$ cat src/rtl/core/pvalloc_pkg.sv
// Shared types, codes and control store for the priority voice allocator.
package pvalloc_pkg;

    localparam int SLOTS = 16;
    localparam int SLOT_W = (SLOTS > 1) ? $clog2(SLOTS) : 1;
    localparam logic [SLOT_W-1:0] LAST_IDX = SLOT_W'(SLOTS - 1);

    localparam int STEP_W = 2;
    localparam int STEPS = 4;

    typedef logic [STEP_W-1:0] step_t;

    typedef enum logic [1:0] {
        CMD_PLAY    = 2'd0,
        CMD_RELEASE = 2'd1,
        CMD_QUERY   = 2'd2
    } cmd_t;

    typedef enum logic [2:0] {
        ST_FREE     = 3'd0,
        ST_EVICT    = 3'd1,
        ST_REJECT   = 3'd2,
        ST_RELEASED = 3'd3,
        ST_NOTFOUND = 3'd4,
        ST_ELAPSED  = 3'd5
    } status_t;

    typedef enum logic [1:0] {
        COND_ALWAYS   = 2'd0,
        COND_NO_INPUT = 2'd1,
        COND_SCAN_ON  = 2'd2,
        COND_OUT_BUSY = 2'd3
    } cond_t;

    typedef struct packed {
        logic  load_in;
        logic  scan;
        logic  commit;
        cond_t cond;
        step_t target;
    } ctrl_word_t;

    typedef struct packed {
        logic [31:0] elapsed_ms;
        logic [7:0]  evicted_priority;
        logic [15:0] evicted_sound;
        logic [31:0] evicted_handle;
        logic        evicted_valid;
        logic [3:0]  slot;
        logic [2:0]  status;
    } result_t;

    localparam step_t STEP_FETCH  = step_t'(0);
    localparam step_t STEP_SCAN   = step_t'(1);
    localparam step_t STEP_COMMIT = step_t'(2);
    localparam step_t STEP_RETURN = step_t'(3);

    // Control store: jump to target when the condition holds, else advance.
    function automatic ctrl_word_t ctrl_rom(input step_t step);
        ctrl_word_t cw;
        cw = '{load_in: 1'b0, scan: 1'b0, commit: 1'b0,
               cond: COND_ALWAYS, target: STEP_FETCH};
        case (step)
            STEP_FETCH: begin
                cw.load_in = 1'b1;
                cw.cond    = COND_NO_INPUT;
                cw.target  = STEP_FETCH;
            end
            STEP_SCAN: begin
                cw.scan   = 1'b1;
                cw.cond   = COND_SCAN_ON;
                cw.target = STEP_SCAN;
            end
            STEP_COMMIT: begin
                cw.commit = 1'b1;
                cw.cond   = COND_OUT_BUSY;
                cw.target = STEP_COMMIT;
            end
            default: begin
                cw.cond   = COND_ALWAYS;
                cw.target = STEP_FETCH;
            end
        endcase
        return cw;
    endfunction

    function automatic logic [3:0] slot_field(input logic [SLOT_W-1:0] idx);
        logic [SLOT_W+3:0] wide;
        wide = {4'b0000, idx};
        return wide[3:0];
    endfunction

endpackage

$ cat src/rtl/core/priority_voice_allocator_top.sv
// Voice table with priority stealing, run by a microcoded sequencer.
//
//  channel | dir | fields                                              | bits
//  s_      | in  | tuser: cmd; tdata: handle_id, sound_id,             | 2 / 88
//          |     |        priority_req, now_ms                         |
//  m_      | out | tdata: status, slot, evicted_valid, evicted_handle, | 96
//          |     |        evicted_sound, evicted_priority, elapsed_ms  |
//
// Each item passes through one accept step, one step per slot of the
// table scan, one commit step and one return step. The scan walks the
// slot table one slot a cycle.
// Reset clears the valid bits at once; the table payload needs no clearing.
// A stalled result holds the sequencer in its commit step; the next item
// is taken while a delivered result still waits for m_tready.
module priority_voice_allocator_top
    import pvalloc_pkg::*;
(
    input  logic        aclk,
    input  logic        aresetn,
    input  logic        s_tvalid,
    output logic        s_tready,
    input  logic [1:0]  s_tuser,   // cmd
    input  logic [87:0] s_tdata,   // handle_id, sound_id, priority_req, now_ms
    output logic        m_tvalid,
    input  logic        m_tready,
    output logic [95:0] m_tdata    // status, slot, evicted_valid, evicted_handle,
                                   // evicted_sound, evicted_priority, elapsed_ms
);

    logic [SLOTS-1:0] valid_reg, valid_next;
    logic [7:0]       prio_reg   [SLOTS];
    logic [15:0]      sound_reg  [SLOTS];
    logic [31:0]      handle_reg [SLOTS];
    logic [31:0]      start_reg  [SLOTS];

    step_t      step_reg, step_next;
    ctrl_word_t cw;
    logic       jump;

    logic [1:0]  cmd_reg;
    logic [31:0] h_reg;
    logic [15:0] snd_reg;
    logic [7:0]  pri_reg;
    logic [31:0] now_reg;

    logic [SLOT_W-1:0] idx_reg, idx_next;
    logic              free_found_reg, free_found_next;
    logic [SLOT_W-1:0] free_idx_reg, free_idx_next;
    logic              match_found_reg, match_found_next;
    logic [SLOT_W-1:0] match_idx_reg, match_idx_next;
    logic [31:0]       match_age_reg, match_age_next;
    logic [SLOT_W-1:0] best_idx_reg, best_idx_next;
    logic [7:0]        best_prio_reg, best_prio_next;
    logic [31:0]       best_age_reg, best_age_next;
    logic [31:0]       best_handle_reg, best_handle_next;
    logic [15:0]       best_sound_reg, best_sound_next;

    logic        cur_valid;
    logic [7:0]  cur_prio;
    logic [31:0] cur_age;

    logic              out_busy, do_load, do_commit;
    logic              wr_en, rel_en;
    logic [SLOT_W-1:0] wr_idx;
    result_t           res;
    result_t           res_reg, res_next;
    logic              m_tvalid_reg, m_tvalid_next;

    assign cw        = ctrl_rom(step_reg);
    assign out_busy  = m_tvalid_reg && !m_tready;
    assign do_load   = cw.load_in && s_tvalid;
    assign do_commit = cw.commit && !out_busy;

    assign s_tready = cw.load_in;
    assign m_tvalid = m_tvalid_reg;
    assign m_tdata  = res_reg;

    always_comb begin
        case (cw.cond)
            COND_ALWAYS:   jump = 1'b1;
            COND_NO_INPUT: jump = !s_tvalid;
            COND_SCAN_ON:  jump = (idx_reg != LAST_IDX);
            COND_OUT_BUSY: jump = out_busy;
            default:       jump = 1'b1;
        endcase
        step_next = jump ? cw.target : step_t'(step_reg + 1'b1);
    end

    assign cur_valid = valid_reg[idx_reg];
    assign cur_prio  = prio_reg[idx_reg];
    assign cur_age   = now_reg - start_reg[idx_reg];

    always_comb begin
        idx_next         = idx_reg;
        free_found_next  = free_found_reg;
        free_idx_next    = free_idx_reg;
        match_found_next = match_found_reg;
        match_idx_next   = match_idx_reg;
        match_age_next   = match_age_reg;
        best_idx_next    = best_idx_reg;
        best_prio_next   = best_prio_reg;
        best_age_next    = best_age_reg;
        best_handle_next = best_handle_reg;
        best_sound_next  = best_sound_reg;
        if (do_load) begin
            idx_next         = '0;
            free_found_next  = 1'b0;
            match_found_next = 1'b0;
        end else if (cw.scan) begin
            idx_next = idx_reg + 1'b1;
            if (!cur_valid && !free_found_reg) begin
                free_found_next = 1'b1;
                free_idx_next   = idx_reg;
            end
            if (cur_valid && !match_found_reg && handle_reg[idx_reg] == h_reg) begin
                match_found_next = 1'b1;
                match_idx_next   = idx_reg;
                match_age_next   = cur_age;
            end
            if (idx_reg == '0 || cur_prio > best_prio_reg ||
                (cur_prio == best_prio_reg && cur_age > best_age_reg)) begin
                best_idx_next    = idx_reg;
                best_prio_next   = cur_prio;
                best_age_next    = cur_age;
                best_handle_next = handle_reg[idx_reg];
                best_sound_next  = sound_reg[idx_reg];
            end
        end
    end

    always_comb begin
        res            = '0;
        res.status     = ST_REJECT;
        wr_en          = 1'b0;
        rel_en         = 1'b0;
        wr_idx         = free_idx_reg;
        case (cmd_reg)
            CMD_PLAY: begin
                if (free_found_reg) begin
                    wr_en      = 1'b1;
                    res.status = ST_FREE;
                    res.slot   = slot_field(free_idx_reg);
                end else if (best_prio_reg >= pri_reg) begin
                    wr_en                = 1'b1;
                    wr_idx               = best_idx_reg;
                    res.status           = ST_EVICT;
                    res.slot             = slot_field(best_idx_reg);
                    res.evicted_valid    = 1'b1;
                    res.evicted_handle   = best_handle_reg;
                    res.evicted_sound    = best_sound_reg;
                    res.evicted_priority = best_prio_reg;
                end
            end
            CMD_RELEASE: begin
                if (match_found_reg) begin
                    rel_en     = 1'b1;
                    res.status = ST_RELEASED;
                    res.slot   = slot_field(match_idx_reg);
                end else begin
                    res.status = ST_NOTFOUND;
                end
            end
            CMD_QUERY: begin
                if (match_found_reg) begin
                    res.status     = ST_ELAPSED;
                    res.slot       = slot_field(match_idx_reg);
                    res.elapsed_ms = match_age_reg;
                end else begin
                    res.status = ST_NOTFOUND;
                end
            end
            default: begin
                res.status = ST_REJECT;
            end
        endcase
    end

    always_comb begin
        valid_next = valid_reg;
        if (do_commit && wr_en) begin
            valid_next[wr_idx] = 1'b1;
        end
        if (do_commit && rel_en) begin
            valid_next[match_idx_reg] = 1'b0;
        end
        res_next      = do_commit ? res : res_reg;
        m_tvalid_next = do_commit ? 1'b1 : (m_tready ? 1'b0 : m_tvalid_reg);
    end

    always_ff @(posedge aclk) begin
        if (!aresetn) begin
            step_reg        <= STEP_FETCH;
            valid_reg       <= '0;
            m_tvalid_reg    <= 1'b0;
            free_found_reg  <= 1'b0;
            match_found_reg <= 1'b0;
        end else begin
            step_reg        <= step_next;
            valid_reg       <= valid_next;
            m_tvalid_reg    <= m_tvalid_next;
            free_found_reg  <= free_found_next;
            match_found_reg <= match_found_next;
        end
    end

    always_ff @(posedge aclk) begin
        if (do_load) begin
            cmd_reg <= s_tuser;
            h_reg   <= s_tdata[31:0];
            snd_reg <= s_tdata[47:32];
            pri_reg <= s_tdata[55:48];
            now_reg <= s_tdata[87:56];
        end
        idx_reg         <= idx_next;
        free_idx_reg    <= free_idx_next;
        match_idx_reg   <= match_idx_next;
        match_age_reg   <= match_age_next;
        best_idx_reg    <= best_idx_next;
        best_prio_reg   <= best_prio_next;
        best_age_reg    <= best_age_next;
        best_handle_reg <= best_handle_next;
        best_sound_reg  <= best_sound_next;
        res_reg         <= res_next;
        if (do_commit && wr_en) begin
            prio_reg[wr_idx]   <= pri_reg;
            sound_reg[wr_idx]  <= snd_reg;
            handle_reg[wr_idx] <= h_reg;
            start_reg[wr_idx]  <= now_reg;
        end
    end

endmodule
$ cat config.mk
export PLATFORM = sky130hd
export DESIGN_NAME = priority_voice_allocator_top
export DESIGN_NICKNAME = d
export VERILOG_FILES = /design/src/rtl/core/pvalloc_pkg.sv /design/src/rtl/core/priority_voice_allocator_top.sv
export SDC_FILE = /design/constraint.sdc
export NUM_CORES = 2
export LEC_CHECK = 0
export ABC_CLOCK_PERIOD_IN_PS = 34300
export BUFFER_PORTS_ARGS = -buffer_cell sky130_fd_sc_hd__buf_2
export CAP_MARGIN = 20
export CORE_ASPECT_RATIO = 1.25
export CORE_UTILIZATION = 40
export DETAILED_ROUTE_END_ITERATION = 7
export PLACE_DENSITY = 0.57
export SETUP_SLACK_MARGIN = 0.15
export SYNTH_ARGS = -nofsm -noshare
export SYNTH_HDL_FRONTEND = slang
export SYNTH_SLANG_ARGS = --single-unit
$ cat constraint.sdc
create_clock -name aclk -period 34.3 [get_ports aclk]
set_input_delay 5.145 -clock aclk [delete_from_list [all_inputs] [get_ports aclk]]
set_output_delay 5.145 -clock aclk [all_outputs]
set_load 0.02 [all_outputs]
Yosys cells after proc, flatten, opt, wreduce, memory -nomap -nowiden
Memories as Yosys holds them, arrays and structs flattened. A register that Yosys moved wholly into a read port is not among the register bits.
Index checks and enable logic that the tools add are counted.
{"block": "classes", "reduce_logical": 34, "muxes": 39, "order_cmp": 8, "bitwise": 7, "add_sub_neg": 3, "n_eq_ne": 10}
{"cell": "$mux W4", "count": 10}
{"cell": "$eq A32 B32 Y1", "count": 1}
{"cell": "$gt A32 B32 Y1", "count": 1}
{"cell": "$mux W16", "count": 2}
{"cell": "$sub A32 B32 Y32", "count": 1}
{"cell": "$and A16 B16 Y16", "count": 1}
{"cell": "$mux W1", "count": 16}
{"cell": "$not A16 Y16", "count": 1}
{"cell": "$or A16 B16 Y16", "count": 1}
{"cell": "$lt A4 B5 Y1 const B", "count": 3}
{"cell": "$pmux W4 S3", "count": 1}
{"cell": "$logic_and A1 B1 Y1", "count": 11}
{"cell": "$pmux W3 S3", "count": 1}
{"cell": "$reduce_and A3 Y1", "count": 3}
{"cell": "$demux W1 S4", "count": 2}
{"cell": "$eq A2 B2 Y1 const B", "count": 4}
{"cell": "$eq A8 B8 Y1", "count": 1}
{"cell": "$ge A4 B1 Y1 const B", "count": 2}
{"cell": "$ge A8 B8 Y1", "count": 1}
{"cell": "$gt A8 B8 Y1", "count": 1}
{"cell": "$mux W8", "count": 1}
{"cell": "$pmux W4 S2", "count": 1}
{"cell": "$mux W7", "count": 1}
{"cell": "$eq A2 B1 Y1 const B", "count": 3}
{"cell": "16 further kinds", "count": 31}
{"block": "word_totals", "mem_count": 4, "ramBits": 1408, "regBits": 327, "wordCells": 130, "inputBits": 94, "output_inout_bits": 98}
{"memory": "handle_reg", "depth": 16, "width": 32, "rd": 1, "rd_ports_with_merged_regs": 1, "wr": 1, "line": "priority_voice_allocator_top.sv:33", "text": "logic [31:0] handle_reg [SLOTS];"}
{"memory": "start_reg", "depth": 16, "width": 32, "rd": 1, "rd_ports_with_merged_regs": 1, "wr": 1, "line": "priority_voice_allocator_top.sv:34", "text": "logic [31:0] start_reg [SLOTS];"}
{"memory": "sound_reg", "depth": 16, "width": 16, "rd": 1, "rd_ports_with_merged_regs": 1, "wr": 1, "line": "priority_voice_allocator_top.sv:32", "text": "logic [15:0] sound_reg [SLOTS];"}
{"memory": "prio_reg", "depth": 16, "width": 8, "rd": 1, "rd_ports_with_merged_regs": 1, "wr": 1, "line": "priority_voice_allocator_top.sv:31", "text": "logic [7:0] prio_reg [SLOTS];"}

Depth between registers and ports, before layout
{"block": "depth", "word_depth": 12, "depth_mapped": 29, "depth_no_buf": 23}

Least setup slack after synthesis
No wires, ideal clock.
{"block": "synth_path", "path_type": "reg2reg", "start": "register with a tool-made name", "end": "register best_age_reg[0] (enable)", "path_buffers": 6, "t_arrival_ps": 10609, "synth_period_minus_slack_ps": 11206, "setup_slack_ps": 23094, "required_time_ps": 33702, "stages_incl_launch_ff": 27, "cell_sequence": "dfxtp_1 > buf_6 > buf_6 > buf_4 > buf_4 > buf_1 > buf_2 > mux4_2 > mux4_2 > inv_1 > ha_1 > a21o_1 > a21oi_1 > o221a_2 > o21ai_1 > a311o_1 > a21o_1 > a41o_1 > o41ai_1 > xnor2_1 > ha_1 > nand4_1 > nor4_1 > nand2_1 > or3_1 > nand3_1 > a31oi_1"}
{"item": "to (signal assigned)", "line": "priority_voice_allocator_top.sv:220", "text": "best_age_reg <= best_age_next;"}
{"item": "to (decl)", "line": "priority_voice_allocator_top.sv:54", "text": "logic [31:0] best_age_reg, best_age_next;"}

==> metrics <==
status=finished, final reports clean; Max-Cap Viols=0; max_slew headroom=0.2716; PortBufs=about 190; Net Count, Synth=~3,400; Nets=between 3,000 and 4,000; CTS tree=done; Post-DP Area=between 70,000 and 80,000 um2; I/O pins=~190; H-tree Lvls=4; post-CTS setup buffer count=0; gr usage total=0.1927; Clock Pin Slew Worst Setup and Hold Paths=0.06 ns; Tmin final=roughly 10 ns; synth-to-layout area growth=13.51%; Synth Cell Area=approximately 69,000 um2; core area=~170,000 um2; Post-DP HPWL=approximately 90 mm; Post-DRT Antenna Nets=0; Setup Slack @ Placement=between 20 and 25 ns; Yosys reg bits=1,755; Vias/cell=about 5.5; DP Cell Count=approximately 5,600; Chip Width=~370 um; Slew @ Worst Pin=between 1 and 1.5 ns; crit path launch type=flip-flop; R2R cell count=25; initial core utilization=0.4035; power per standard cell area=73.01 nW/um2; worst hold-check path type=flip-flop to flip-flop; fin area=between 70,000 and 80,000 um2; Post-CTS Resized=0; global-route wire length before repair=approximately 240 mm; CTS Root Cell=clkbuf_16; latest clock arrival within the worst-skew pair=~0.84 ns; peak supply drop=approximately 57 uV; fin worst setup slack=approximately 25 ns; Ys Warns=0; final setup vio count=0; # hold bufs at CTS=0; Clock Path Buffers=3; clk_skew=between 0.03 and 0.04 ns; Final Hold Viols=0; largest net degree at the start of global routing=between 90 and 100; fin. max-slew vios=0; post-synthesis cell count=between 3,000 and 4,000; peak fanout along the critical path=just over 60; gr ovfl total=0; RSZ-0062 raised after global routing=false; leak pwr=~25 nW; Worst setup EP type=flip-flop; Die Area=roughly 170,000 um2; hold path depth=2; post-synthesis sequential area ratio=0.7640; Tcrit/Tclk final=0.2855; via count=roughly 33,000; DRT Pass-1 Iters=7; average wire per standard cell=28.14 um; vias in the first global route=33,673; Die H=about 470 um; DRC marker count from the first detailed-route iteration=roughly 2,900; RD Place Congestion=around 0.85; fmax=about 100 MHz; drt drc=0; Num CTS Buffers=174; Worst EP required=34.74 ns; proportion of layout cells with a drive suffix above 1=0.2602; prevailing post-synth register cell=edfxtp_1; Tot Pwr=5.685 mW; Post-synth ARST share=0; CTS sink cnt=~1,800; syn avg cell area=around 21 um2; critical path class=flip-flop to flip-flop; CP arrival=10.23 ns; EDFF count, synth=1,726; DRT Wirelength=approximately 170 mm; fin cells=5,879; Yosys cell types=67; initial antenna violation count=16; post-route setup TNS=0 ns; placement row count=roughly 170
==> per-layer routing <==
layer,GRT usage,up-vias,part of all wire
met1,0.2751,17566,0.44
met5,0,-,0.00048
met2,0.3097,915,0.49
li1,-,13878,-
met4,0.04576,12,0.018
met3,0.03210,220,0.053
==> power breakdown <==
group / leakage (nW) / total, mW / switching (mW) / internal, mW
Clock: 2.61 / 1.84 / 0.814 / 1.02
Sequential: 15.9 / 2.67 / 0.126 / 2.54
Combinational: 6.58 / 1.18 / 0.642 / 0.540
Total: 25.1 / 5.69 / 1.58 / 4.10
==> cells in the final DEF (no fill, tap or decap), drive strengths merged, types with 11 or more instances in the layout <==
cell type	synthesis	routed
a31oi	13	13
clkinv	0	64
ha	91	91
clkbuf	46	216
xnor2	38	38
and2	55	55
and3	38	38
o21a	22	22
dfxtp	29	29
mux4	422	422
mux2i	48	48
xor2	16	16
nor2b	19	19
nand2	64	64
nand3	23	23
nand2b	11	11
buf	86	259
bufinv	0	11
nand4	22	22
a21oi	47	47
inv	130	141
nor2	75	75
edfxtp	1726	1726
a21o	30	30
a211oi	33	33
o21ai	35	35
==> path summary, 6_finish.rpt <==
path / end / startpoint / slack (ns)
worst max-delay path: best_sound_reg[9]$_DFFE_PP_ / flip-flop / 24.51
worst min-delay path: valid_reg[2]$_SDFF_PN0_ / valid_reg[2]$_SDFF_PN0_ / 0.47
worst max register to register: best_sound_reg[9]$_DFFE_PP_ / flip-flop / 24.51
worst min register to register: valid_reg[2]$_SDFF_PN0_ / valid_reg[2]$_SDFF_PN0_ / 0.47
==> critical path, stage by stage (launching register included) <==
cell and delay, ns:
dfxtp_4 0.58, buf_4 0.60, buf_4 0.86, buf_4 0.62, mux4_2 0.39, mux4_2 0.47
inv_1 0.07, ha_1 0.27, a21o_1 0.20, a21oi_1 0.18, o221a_2 0.31, o21ai_1 0.15
a311o_1 0.42, a41o_1 0.31, o211ai_1 0.30, o21ai_0 0.17, xnor2_1 0.18, ha_1 0.33
nand4_1 0.16, nor4_1 0.39, nand2_1 0.11, a21oi_1 0.12, o21ai_0 0.16, a31oi_4 0.25
buf_4 0.75, buf_4 0.80
==> cell families (layout without fill, tap and decap cells) <==
group	after synthesis	count (layout)	share of synthesized area
multiplexers	476	476	0.1465
flip-flops	1755	1755	0.7640
XOR/XNOR	54	54	0.006894
buffers and inverters	262	696	0.01636
AND/OR/NAND/NOR	337	337	0.02528
AO/OA/AOI/OAI	241	241	0.02402
other	0	5	0
adder cells (fa/ha/maj)	92	92	0.01689
==> synth_stat cells (all sizes together), types with 3 or more instances <==
library cell / n / share of area
a22o: 3 / 0.00038
o211ai: 10 / 0.0011
nand2: 64 / 0.0035
nor2: 75 / 0.0041
ha: 91 / 0.017
nor3b: 3 / 0.00033
o31ai: 4 / 0.00044
buf: 86 / 0.0067
inv: 130 / 0.0071
and2: 55 / 0.0050
a211oi: 33 / 0.0036
mux2i: 48 / 0.0070
xor2: 16 / 0.0020
a21o: 30 / 0.0033
a311oi: 5 / 0.00064
nand3b: 4 / 0.00044
nor2b: 19 / 0.0017
o21bai: 4 / 0.00044
nand2b: 11 / 0.0010
and3: 38 / 0.0035
nor3: 9 / 0.00066
a21oi: 47 / 0.0034
o41ai: 4 / 0.00051
mux4: 422 / 0.14
nor4: 6 / 0.00055
dfxtp: 29 / 0.0085
or3: 4 / 0.00036
mux2: 6 / 0.00098
o21ai: 35 / 0.0026
nand3: 23 / 0.0017
nand4: 22 / 0.0020
o21a: 22 / 0.0024
a31oi: 13 / 0.0012
edfxtp: 1726 / 0.76
clkbuf: 46 / 0.0025
xnor2: 38 / 0.0049
==> layout make-up <==
type | instances | area [um2]
Fill cell | 14335 | 92140
Sequential cell | 1755 | 52430
Multi-Input combinational cell | 1200 | 15220
Clock buffer | 216 | 4512
Tap cell | 2223 | 2781
Timing Repair Buffer | 259 | 1504
Clock inverter | 91 | 902.1
Inverter | 130 | 498.0
Antenna cell | 5 | 12.51
==> metrics by stage <==
step	hold slack [ns]	util
4_1_cts	0.4697	0.4579
3_3_place_gp	0.4555	0.4260
3_5_place_dp	0.4584	0.4260
5_1_grt	0.4858	0.4579
6_report	0.4732	0.4580
2_1_floorplan	0.4377	-
Note: power is estimated with default switching activity, not from simulation.
